===== config.mk =====
export PLATFORM = sky130hd
export DESIGN_NAME = drr_ctrl
export DESIGN_NICKNAME = d
export VERILOG_FILES = /design/src/design/drr_pkg.sv /design/src/design/drr_ctrl.sv
export VERILOG_INCLUDE_DIRS = /design/src /design/src/design
export SDC_FILE = /design/constraint.sdc
export NUM_CORES = 1
export LEC_CHECK = 0
export BUFFER_PORTS_ARGS = -buffer_cell sky130_fd_sc_hd__clkbuf_2
export CORE_AREA = 4 4 41 43
export CTS_BUF_LIST = sky130_fd_sc_hd__clkbuf_16
export CTS_CLUSTER_SIZE = 14
export DETAILED_ROUTE_END_ITERATION = 10
export DIE_AREA = 0 0 45 47
export PLACE_DENSITY = 0.42
export SLEW_MARGIN = 40
export SYNTH_ARGS = -nofsm -noshare
export SYNTH_HDL_FRONTEND = slang
export SYNTH_SLANG_ARGS = --single-unit

===== constraint.sdc =====
create_clock -name clock -period 1.1 [get_ports clock]
set_input_delay 0.11 -clock clock [delete_from_list [all_inputs] [get_ports clock]]
set_output_delay 0.11 -clock clock [all_outputs]
set_load 0.01 [all_outputs]

===== src/design/assert_macros.svh =====
// Assertion macros shared by the replacement block modules.
`ifndef ASSERT_MACROS_SVH
`define ASSERT_MACROS_SVH

// Check a property on every clock edge outside reset.
`define DRR_ASSERT(lbl, clk, rst, prop, msg) \
   lbl: assert property (@(posedge clk) disable iff (rst) prop) else $error(msg);

// Check a property on every clock edge, reset included.
`define DRR_ASSERT_ALWAYS(lbl, clk, prop, msg) \
   lbl: assert property (@(posedge clk) prop) else $error(msg);

`endif


===== src/design/drr_pkg.sv =====
// Shared constants, codes and controller/datapath structs of the replacement block.
`default_nettype none

package drr_pkg;

   // Request and result field widths
   localparam int FUNC_W        = 1;
   localparam int SET_INDEX_W   = 11;
   localparam int WAY_INDEX_W   = 4;
   localparam int PC_W          = 5;
   localparam int VICTIM_W      = 4;

   // Default geometry
   localparam int DEF_NUM_SETS       = 2048;
   localparam int DEF_NUM_WAYS       = 16;
   localparam int DEF_RRPV_WIDTH     = 2;
   localparam int DEF_DUEL_BITS      = 6;
   localparam int DEF_SELECTOR_WIDTH = 10;
   localparam int DEF_BIMODAL_PERIOD = 32;

   // Request function codes
   localparam logic [FUNC_W-1:0] FUNC_VICTIM = 1'b0;
   localparam logic [FUNC_W-1:0] FUNC_UPDATE = 1'b1;

   // Controller commands to the datapath
   typedef struct packed {
      logic load_req;   // capture an accepted request
      logic rd_en;      // read the set's row
      logic clear_wr;   // write one row of the clearing pass
      logic commit;     // write back the modified row, update selector
      logic load_rsp;   // capture the victim into the result register
   } drr_cmd_type;

   // Datapath status to the controller
   typedef struct packed {
      logic clear_done; // last row of the clearing pass is being written
      logic is_victim;  // held request is a victim request
   } drr_status_type;

endpackage

`default_nettype wire


===== src/design/drr_ctrl.sv =====
// Controller: clearing pass, request sequencing and result handshake.
`default_nettype none
`include "assert_macros.svh"

module drr_ctrl import drr_pkg::*; (
   input  wire logic           clock,
   input  wire logic           reset,
   input  wire logic           req_valid,
   output      logic           req_ready,
   output      logic           rsp_valid,
   input  wire logic           rsp_ready,
   output      drr_cmd_type    cmd,
   input  wire drr_status_type status
);

   typedef enum logic [3:0] {
      ST_CLEAR = 4'b0001,
      ST_IDLE  = 4'b0010,
      ST_ADDR  = 4'b0100,
      ST_RMW   = 4'b1000
   } ctrl_state_type;

   ctrl_state_type state_ff;
   ctrl_state_type state_in;
   logic           rsp_valid_ff;
   logic           rsp_valid_in;

   // Sequence the clearing pass, then each request: capture, read, write back
   always_comb begin
      state_in  = state_ff;
      cmd       = '0;
      req_ready = 1'b0;
      unique case (state_ff)
         ST_CLEAR: begin
            cmd.clear_wr = 1'b1;
            if (status.clear_done) state_in = ST_IDLE;
         end
         ST_IDLE: begin
            req_ready = 1'b1;
            if (req_valid) begin
               cmd.load_req = 1'b1;
               state_in     = ST_ADDR;
            end
         end
         ST_ADDR: begin
            cmd.rd_en = 1'b1;
            state_in  = ST_RMW;
         end
         ST_RMW: begin
            if (!status.is_victim) begin
               cmd.commit = 1'b1;
               state_in   = ST_IDLE;
            end else if (!rsp_valid_ff || rsp_ready) begin
               cmd.commit   = 1'b1;
               cmd.load_rsp = 1'b1;
               state_in     = ST_IDLE;
            end
         end
         default: state_in = ST_CLEAR;
      endcase
   end

   // Hold the result until taken
   always_comb begin
      rsp_valid_in = rsp_valid_ff && !rsp_ready;
      if (cmd.load_rsp) rsp_valid_in = 1'b1;
   end

   always_ff @(posedge clock) begin
      if (reset) begin
         state_ff     <= ST_CLEAR;
         rsp_valid_ff <= 1'b0;
      end else begin
         state_ff     <= state_in;
         rsp_valid_ff <= rsp_valid_in;
      end
   end

   assign rsp_valid = rsp_valid_ff;

   `DRR_ASSERT(a_rsp_no_overwrite, clock, reset, cmd.load_rsp |-> (!rsp_valid_ff || rsp_ready), "result overwritten before taken")
   `DRR_ASSERT_ALWAYS(a_reset_starts_clear, clock, reset |=> (state_ff == ST_CLEAR), "reset did not start the clearing pass")
   `DRR_ASSERT(a_no_req_in_clear, clock, reset, (state_ff == ST_CLEAR) |-> (!cmd.load_req && !cmd.commit), "request handled during clearing pass")

endmodule

`default_nettype wire


---- Word level (Yosys, flattened, before mapping) ----
Index checks and enable logic that the tools add are counted.
storage, ports and cells
  flip-flop bits (word level) ............. 5
  input port bits ......................... 6
  output and inout bits ................... 7
  word-level logic and storage cells ...... 29
operators by class
  equality and inequality tests ........... 7
  muxes and demuxes ....................... 15
  reductions and logical operators ........ 5
operator list
  operator                                                               count
  4-bit two-way mux                                                      4
  4-bit case mux with 4 select lines                                     1
  1-bit two-way mux                                                      8
  4-bit by 1-bit equality test with 1-bit output, second input constant  1
  4-bit by 2-bit equality test with 1-bit output, second input constant  1
  4-bit by 3-bit equality test with 1-bit output, second input constant  1
  4-bit equality test, second input constant                             1
  2-bit two-way mux                                                      2
  2-bit inequality test, second input constant                           2
  3-bit inequality test, second input constant                           1
  3-bit AND reduction                                                    1
  1-bit logical NOT                                                      2
  1-bit logical AND                                                      1
  1-bit logical OR                                                       1

---- Longest topological paths before layout ----
Gate-level depths: netlist of the first run.
  depth in word-level cells ............... 6
  depth in mapped cells ................... 4
  depth with buffers taken out ............ 3

---- Worst setup path after synthesis of the first run ----
Ideal clock, no wire load.
  path kind ............................... register -> output
  start ................................... reg state_ff[2]
  end ..................................... out cmd[1] (netlist name)
  arrival time ............................ 1.096 ns
  required time ........................... 0.990 ns
  setup slack ............................. -0.106 ns
  stages on the path, launching flop included .. 4
  path buffers ............................ 1
  cell sequence ........................... dfxtp_1 -> buf_2 -> nor4b_4 -> a21boi_0
RTL lines
  item                    RTL line        text
  from (decl)             drr_ctrl.sv:23  ctrl_state_type state_ff;
  from (signal assigned)  drr_ctrl.sv:74  state_ff <= state_in;
  to (decl)               drr_ctrl.sv:12  output drr_cmd_type cmd,

==> reports/results.tsv, run 1 <==
metric	value	unit
cts_buffers	3	
hpwlAfterDp	637	um
diodes	0	
syn_area	305	um^2
cts_buffer_depth	2	
cts_hold_buf	0	
grt_max_degree	9	
overflow	0	
path_cells	nor4b_4 -> a21boi_2 -> buf_2	
synth_compound_area_share	20.9	%
area.growth.synth_to_final	90.6	%
nNetsFinal	64	
synth_xor_area_share	0	%
postSynthCellCount	35	
crit_end	cmd[1]	
min_from	reset	
required	0.99	ns
cp_slowest_cell	dfxtp_4	
r2r-start	state_ff[0]	
rsz0062_at_grt	true	
setup_ws	-0.239	ns
clk_latency	0.23	ns
synth_area_per_cell	8.72	um^2
crit_buf_inv	1	
cts-htree-levels	1	
power	908	uW
clock_sinks	5	
coreArea	1300	um^2
hold_ws	0.121	ns
ys_ff_latch	5	
antenna_found_initial	0	
grt_pass1_vias	335	
groute.usage.overall	9.65	%
drt_iter0_markers	2	
drv_slew	0	
min_path_type	input port to flip-flop	
route.detailed.drc	0	
boundaryPins	13	
tightest_slew	0.264	ns
start_util	23.5	%
gp_congestion	0.716	
powerDensity	1560	nW/um^2
critPathLaunch	state_ff[0]	
cts_root_buf	clkbuf_16	
synthAdderAreaFrac	0	%
syn-num-nets	41	
finalSetupTns	-1.52	ns
fmax	0.747	GHz
r2r-end	state_ff[1]	
status	complete, but fails checks	
r2r_setup_slack	-0.19	ns
final_common_cell	clkbuf_2	
crit_type	flip-flop to primary output	
cts_tree	done	
synth_top_family_by_area	simple AND/OR/NAND/NOR gates	
die_area	2120	um^2
startpoint_type	flip-flop	
detail-route-antenna-nets	0	
crit_family	flip-flops	
final_hold_viol_count	0	
synth_cell_type_count	21	
via_per_inst	4.58	
synthSimpleGateAreaFrac	41.8	%
skew	0.000703	ns
avgRoutedWirePerCell	12.5	um
port_buffers	12	
yosysSeqAreaShare	32.8	%
slew_headroom	82.3	%
drive_above_1_share	57.9	%
crit_fanout	4	
r2r_cells	5	
chipWidth	45	um
cp_data_arrival_time	1.23	ns
synth.mux.area_fraction	0	%
setup_viol	8	
post-route-util	44.7	%
irDropWorstVdd	0.878	mV
vias	330	
end_kind	primary output	
layout_common_cells	clkbuf_2 (8), buf_2 (4), buf_4 (4)	
grt_pass1_wl	1390	um
cap_violations	0	
wl	898	um
max_stage_delay	0.35	ns
cp.depth	3	
clk_pin_slew	0.03	ns
yosysWarnings	0	
power_leakage	0.273	nW
first_pass_iters	2	
post-route-min-period	1.34	ns
violations	negative setup slack	
rows	13	
die_h	47	um
hold_depth	2	
fin_crit_sh	122	%
## worst register-to-register path, stage by stage (launching register included)
cell and delay (ns):
dfxtp_4 0.35, buf_4 0.13, buf_6 0.11, or3b_4 0.36, a21oi_2 0.14, o211a_1 0.14
## through the flow
| step | instances | area (um^2) | setup WS, ns |
|---|---|---|---|
| after floorplan | 35 | 320 | -0.00807 |
| after global placement | 66 | 447 | -0.0561 |
| after detailed placement | 66 | 447 | -0.0801 |
| after CTS | 71 | 562 | -0.266 |
| after global routing | 72 | 582 | -0.318 |
| final | 72 | 582 | -0.239 |
## flip-flops by register name, summed over array words and instances (netlist names)
signal,count
state_ff,4
rsp_valid,1
## cell usage after synthesis
library cell	instances	area [um^2]
a21boi_0	1	7.51
a21o_1	1	7.51
a21oi_1	3	15.0
a221o_1	1	10.0
and2_1	1	6.26
buf_2	2	10.0
dfxtp_1	5	100
inv_1	1	3.75
nand2_1	1	3.75
nand2b_1	2	12.5
nand3_1	1	5.00
nand3b_1	2	15.0
nor2_1	4	15.0
nor2b_1	2	12.5
nor3_1	2	10.0
nor4b_2	1	15.0
nor4b_4	1	23.8
o211a_1	1	10.0
o21ai_0	1	5.00
o31a_1	1	8.76
or3b_1	1	8.76
## routing by layer
metal	GRT usage [%]	up-vias	routed length, um	share of wire [%]
met5	0	-	0	0
met4	8.77	0	24	2.7
met3	1.15	2	49	5.5
met2	15.3	11	433	48
met1	11.4	147	391	44
li1	-	170	-	-
## logic make-up after synthesis
kind of cell,Yosys count
buf+inv,3
compound gates,9
simple gates,18
flops,5
## report_power, final
group	internal, mW	switching, mW	leakage (nW)
clock network	0.471	0.124	0.0423
logic	0.0588	0.0445	0.189
registers	0.192	0.0166	0.0411
## how the worst min path moves through the flow
stage / endpoint / slack [ns]
global placement: state_ff[3] / 0.36
global route: state_ff[3] / 0.15
detailed placement: state_ff[3] / 0.37
CTS: state_ff[3] / 0.13
floorplan: state_ff[3] / 0.18
finish: state_ff[3] / 0.12
## layout make-up
cell class              count  area [um^2]
fillers                   136          719
clock buffers               3         75.1
repair buffers             20          144
flip-flops and latches      5          105
clock inverters             1         3.75
inverters                   1         3.75
well taps                  15         18.8
multi-input cells          27          231
## what timing repair did
action,CTS,global route
setup endpoints to repair,9,10
buffers inserted,1,1
pin swaps,5,3
resized for setup,8,7
No activity file was read; power rests on OpenSTA's default activity.
==> inputs of run 2 (changes only) <==
SKIP_CTS_REPAIR_TIMING = 1   (was unset)
==> reports/results.tsv, run 2 (synthesized netlist as in run 1, its figures left out) <==
metric	value	unit	change
status	complete, but fails checks		unchanged
violations	negative setup slack		unchanged
slew_headroom	82.5	%	was 82.3%
placed_area	447	um^2	unchanged
final_common_cell	clkbuf_2		unchanged
drive_above_1_share	56.4	%	was 57.9%
cp_data_arrival_time	1.24	ns	was 1.23 ns
crit_fanout	6		was 4
final_area	566	um^2	was 582 um^2
largest_register_ffs	4		unchanged
nNetsFinal	62		was 64
dp.cells	66		unchanged
chipWidth	45	um	unchanged
max_stage_delay	0.36	ns	was 0.35 ns
p_comb_share	9.6	%	was 11.4%
port_buffers	12		unchanged
startpoint_type	flip-flop		unchanged
overflow	0		unchanged
drt_iter0_markers	5		was 2
regArea	109	um^2	was 105 um^2
boundaryPins	13		unchanged
start_util	23.5	%	unchanged
setup_viol	7		was 8
die_h	47	um	unchanged
drv_slew	0		unchanged
finalSetupTns	-1.05	ns	was -1.52 ns
vias	322		was 330
rows	13		unchanged
clock_sinks	5		unchanged
end_kind	primary output		unchanged
grt_pass1_vias	316		was 335
dpl_worst_slack	-0.0801	ns	unchanged
cts_tree	done		unchanged
powerDensity	1570	nW/um^2	was 1560 nW/um^2
p_switching	176	uW	was 185 uW
hold_ws	0.116	ns	was 0.121 ns
rsz0062_at_grt	true		unchanged
clk_latency	0.23	ns	about the same
intPower	711	uW	was 723 uW
p_seq_share	23.6	%	was 23.0%
cts_root_buf	clkbuf_16		unchanged
via_per_inst	4.60		was 4.58
cap_violations	0		unchanged
multi_input_area	230	um^2	was 231 um^2
clk_pin_slew	0.03	ns	about the same
swShare	19.9	%	was 20.4%
grt_max_degree	9		unchanged
post-route-util	43.5	%	was 44.7%
first_pass_iters	2		unchanged
p_clk_share	66.8	%	was 65.6%
cp_slowest_cell	dfxtp_4		unchanged
route.detailed.drc	0		unchanged
cts_buffer_depth	2		unchanged
nFillCells	134		was 136
diodes	0		unchanged
power_leakage	0.263	nW	was 0.273 nW
antenna_found_initial	0		unchanged
layout_common_cells	clkbuf_2 (7), buf_2 (5)		was clkbuf_2 (8), buf_2 (4), buf_4 (4)
final_hold_viol_count	0		unchanged
grt_pass1_wl	1280	um	was 1390 um
gp_congestion	0.716		unchanged
wl	810	um	was 898 um
fmax	0.741	GHz	was 0.747 GHz
top_register	state_ff		unchanged
irDropWorstVdd	0.862	mV	was 0.878 mV
skew	0.000135	ns	was 0.000703 ns
cts_buffers	3		unchanged
detail-route-antenna-nets	0		unchanged
crit_type	flip-flop to primary output		unchanged
avgRoutedWirePerCell	11.6	um	was 12.5 um
groute.usage.overall	8.70	%	was 9.65%
setup_ws	-0.250	ns	was -0.239 ns
tightest_slew	0.262	ns	was 0.264 ns
die_area	2120	um^2	unchanged
min_path_type	input port to flip-flop		unchanged
fin_cells	70		was 72
power	887	uW	was 908 uW
fin_crit_sh	123	%	was 122%
hpwlAfterDp	637	um	unchanged
path_cells	nor4b_4 -> a21boi_2 -> buf_2		unchanged
r2r_setup_slack	-0.02	ns	was -0.19 ns
area.growth.synth_to_final	85.2	%	was 90.6%
coreArea	1300	um^2	unchanged
cts-htree-levels	1		unchanged
post-route-min-period	1.35	ns	was 1.34 ns
required	0.99	ns	about the same
==> run 2: cell type report <==
type / instances / share of cell area, %
sequential: 5 / 19.2
tap: 15 / 3.32
inverter: 1 / 0.664
multi-input combinational: 27 / 40.7
clock inverter: 1 / 0.664
timing repair buffer: 18 / 22.1
clock buffer: 3 / 13.3
==> run 2: metal layers <==
| metal | vias to the layer above | global-route usage (%) | share of wire (%) |
|---|---|---|---|
| met5 | - | 0 | 0 |
| met4 | 0 | 8.77 | 3.0 |
| met3 | 2 | 1.15 | 6.0 |
| met2 | 11 | 13.0 | 47 |
| met1 | 144 | 10.5 | 44 |
| li1 | 165 | - | - |
==> run 2: worst paths after layout <==
path / startpoint / to / cells after the start
max: state_ff[1] / cmd[1] / 3
max reg2reg: state_ff[1] / state_ff[0] / 3
min: reset / state_ff[2] / 2
min reg2reg: state_ff[2] / state_ff[0] / 1
==> run 2: power groups by stage <==
stage | Combinational [mW] | Clock [mW] | Sequential [mW]
floorplan | 0.0481 | 0 | 0.205
global placement | 0.0768 | 0 | 0.207
detailed placement | 0.0781 | 0 | 0.208
CTS | 0.0783 | 0.603 | 0.206
global route | 0.0955 | 0.617 | 0.212
finish | 0.0848 | 0.593 | 0.210
==> run 2: worst max-delay path, delay by kind of cell, from the launching register on <==
kind                   cells  cell delay, ns
AOI/OAI and AO/OA          1            0.19
buffers and inverters      1            0.13
DFF                        1            0.36
and+or+nand+nor            1            0.33
==> inputs of run 3 (changes only) <==
PLACE_DENSITY = 0.4   (was 0.42)
clock period = 1.55 ns   (was 1.1 ns; I/O delays follow)
==> reports/results.tsv, run 3 (synthesized netlist as in run 1, its figures left out) <==
metric	value	unit	change
wl	725	um	was 810 um
drv_slew	0		unchanged
antenna_found_initial	0		unchanged
hold_ws	0.160	ns	was 0.116 ns
irDropWorstVdd	0.882	mV	was 0.862 mV
max_stage_delay	0.43	ns	was 0.36 ns
detail-route-antenna-nets	0		unchanged
post-route-min-period	1.45	ns	
boundaryPins	13		unchanged
slew_headroom	81.6	%	was 82.5%
via_per_inst	4.58		was 4.60
gp_congestion	0.783		was 0.716
min_path_type	input port to flip-flop		unchanged
chipWidth	45	um	unchanged
swShare	18.8	%	was 19.9%
end_kind	primary output		unchanged
cts_buffers	3		unchanged
grt_pass1_wl	1210	um	was 1280 um
power	613	uW	was 887 uW
crit_type	flip-flop to primary output		unchanged
intPower	497	uW	was 711 uW
die_h	47	um	unchanged
clk_pin_slew	0.03	ns	about the same
overflow	0		unchanged
skew	0.00170	ns	was 0.000135 ns
p_seq_share	24.0	%	was 23.6%
cts_tree	done		unchanged
coreArea	1300	um^2	unchanged
min_from	reset		unchanged
start_util	23.5	%	unchanged
critPathLaunch	state_ff[1]		unchanged
fin_crit_sh	93.3	%	
drive_above_1_share	38.8	%	was 56.4%
grt_max_degree	11		was 9
avgRoutedWirePerCell	11.3	um	was 11.6 um
fmax	0.691	GHz	
die_area	2120	um^2	unchanged
crit_buf_inv	1		unchanged
top_register	state_ff		unchanged
first_pass_iters	2		unchanged
status	completed		was complete, but fails checks
finalSetupTns	0	ns	was -1.05 ns
startpoint_type	flip-flop		unchanged
grt_pass1_vias	284		was 316
layout_common_cells	clkbuf_2 (12), nor2_1 (4), a21oi_1 (3), clkbuf_16 (3), dfxtp_1 (3)		was clkbuf_2 (7), buf_2 (5)
cts_buffer_depth	2		unchanged
port_buffers	12		unchanged
crit_fanout	6		unchanged
largest_register_ffs	4		unchanged
cts_root_buf	clkbuf_16		unchanged
dp.cells	60		was 66
path_cells	nand2b_1 -> nor4b_4 -> clkbuf_2		was nor4b_4 -> a21boi_2 -> buf_2
cap_violations	0		unchanged
r2r-start	state_ff[1]		unchanged
route.detailed.drc	0		unchanged
nNetsFinal	56		was 62
p_clk_share	67.5	%	was 66.8%
diodes	0		unchanged
setup_ws	0.103	ns	was -0.250 ns
dpl_worst_slack	0.230	ns	was -0.0801 ns
cp_data_arrival_time	1.29	ns	was 1.24 ns
drt_iter0_markers	3		was 5
p_comb_share	8.4	%	was 9.6%
cp_slowest_cell	dfxtp_1		was dfxtp_4
area.growth.synth_to_final	52.0	%	was 85.2%
p_switching	115	uW	was 176 uW
clk_latency	0.23	ns	about the same
crit_family	simple AND/OR/NAND/NOR gates		was flip-flops
powerDensity	1320	nW/um^2	was 1570 nW/um^2
tightest_slew	0.275	ns	was 0.262 ns
setup_viol	0		was 7
cts-htree-levels	1		unchanged
hpwlAfterDp	578	um	was 637 um
power_leakage	0.214	nW	was 0.263 nW
rows	13		unchanged
final_hold_viol_count	0		unchanged
vias	293		was 322
groute.usage.overall	8.53	%	was 8.70%
final_common_cell	clkbuf_2		unchanged
fin_cells	64		was 70
required	1.39	ns	was 0.99 ns
clock_sinks	5		unchanged
==> run 3: cell types whose count changed in the layout (fill, tap and decap cells not counted), sizes merged <==
| cell | delta |
|---|---|
| clkbuf | +5 |
| buf | -11 |
==> run 3: power groups by stage <==
stage | combinational, mW | sequential [mW] | clock [mW]
global placement | 0.0507 | 0.149 | 0
global route | 0.0579 | 0.148 | 0.428
detailed placement | 0.0511 | 0.149 | 0
CTS | 0.0512 | 0.147 | 0.420
finish | 0.0517 | 0.147 | 0.414
floorplan | 0.0327 | 0.146 | 0
==> run 3: worst paths after layout <==
path,slack [ns],to,cells after the start
worst max register to register,0.36,state_ff[0],3
worst min register to register,0.64,state_ff[0],1
worst max-delay path,0.10,cmd[4],3
worst min-delay path,0.16,state_ff[2],2
==> run 3: per-stage QoR <==
stage                     util, %  cell area, um^2
after detailed placement     28.7              374
after global placement       28.7              374
after global routing         35.7              464
after CTS                    34.8              453
after floorplan                 -              305
final                        35.7              464
==> run 3: cell type report <==
| type | count | area, um^2 |
|---|---|---|
| multi-input cells | 27 | 200 |
| clock inverters | 1 | 3.75 |
| flip-flops and latches | 5 | 103 |
| repair buffers | 12 | 60.1 |
| fillers | 148 | 837 |
| clock buffers | 3 | 75.1 |
| inverters | 1 | 3.75 |
| well taps | 15 | 18.8 |
==> run 3: metal layers <==
layer  up-vias  GRT usage [%]  part of all wire [%]
li1        156              -                     -
met1       120           10.0                    45
met2        13           11.9                    42
met3         4           4.98                    11
met4         0           5.26                   2.6
met5         -              0                     0
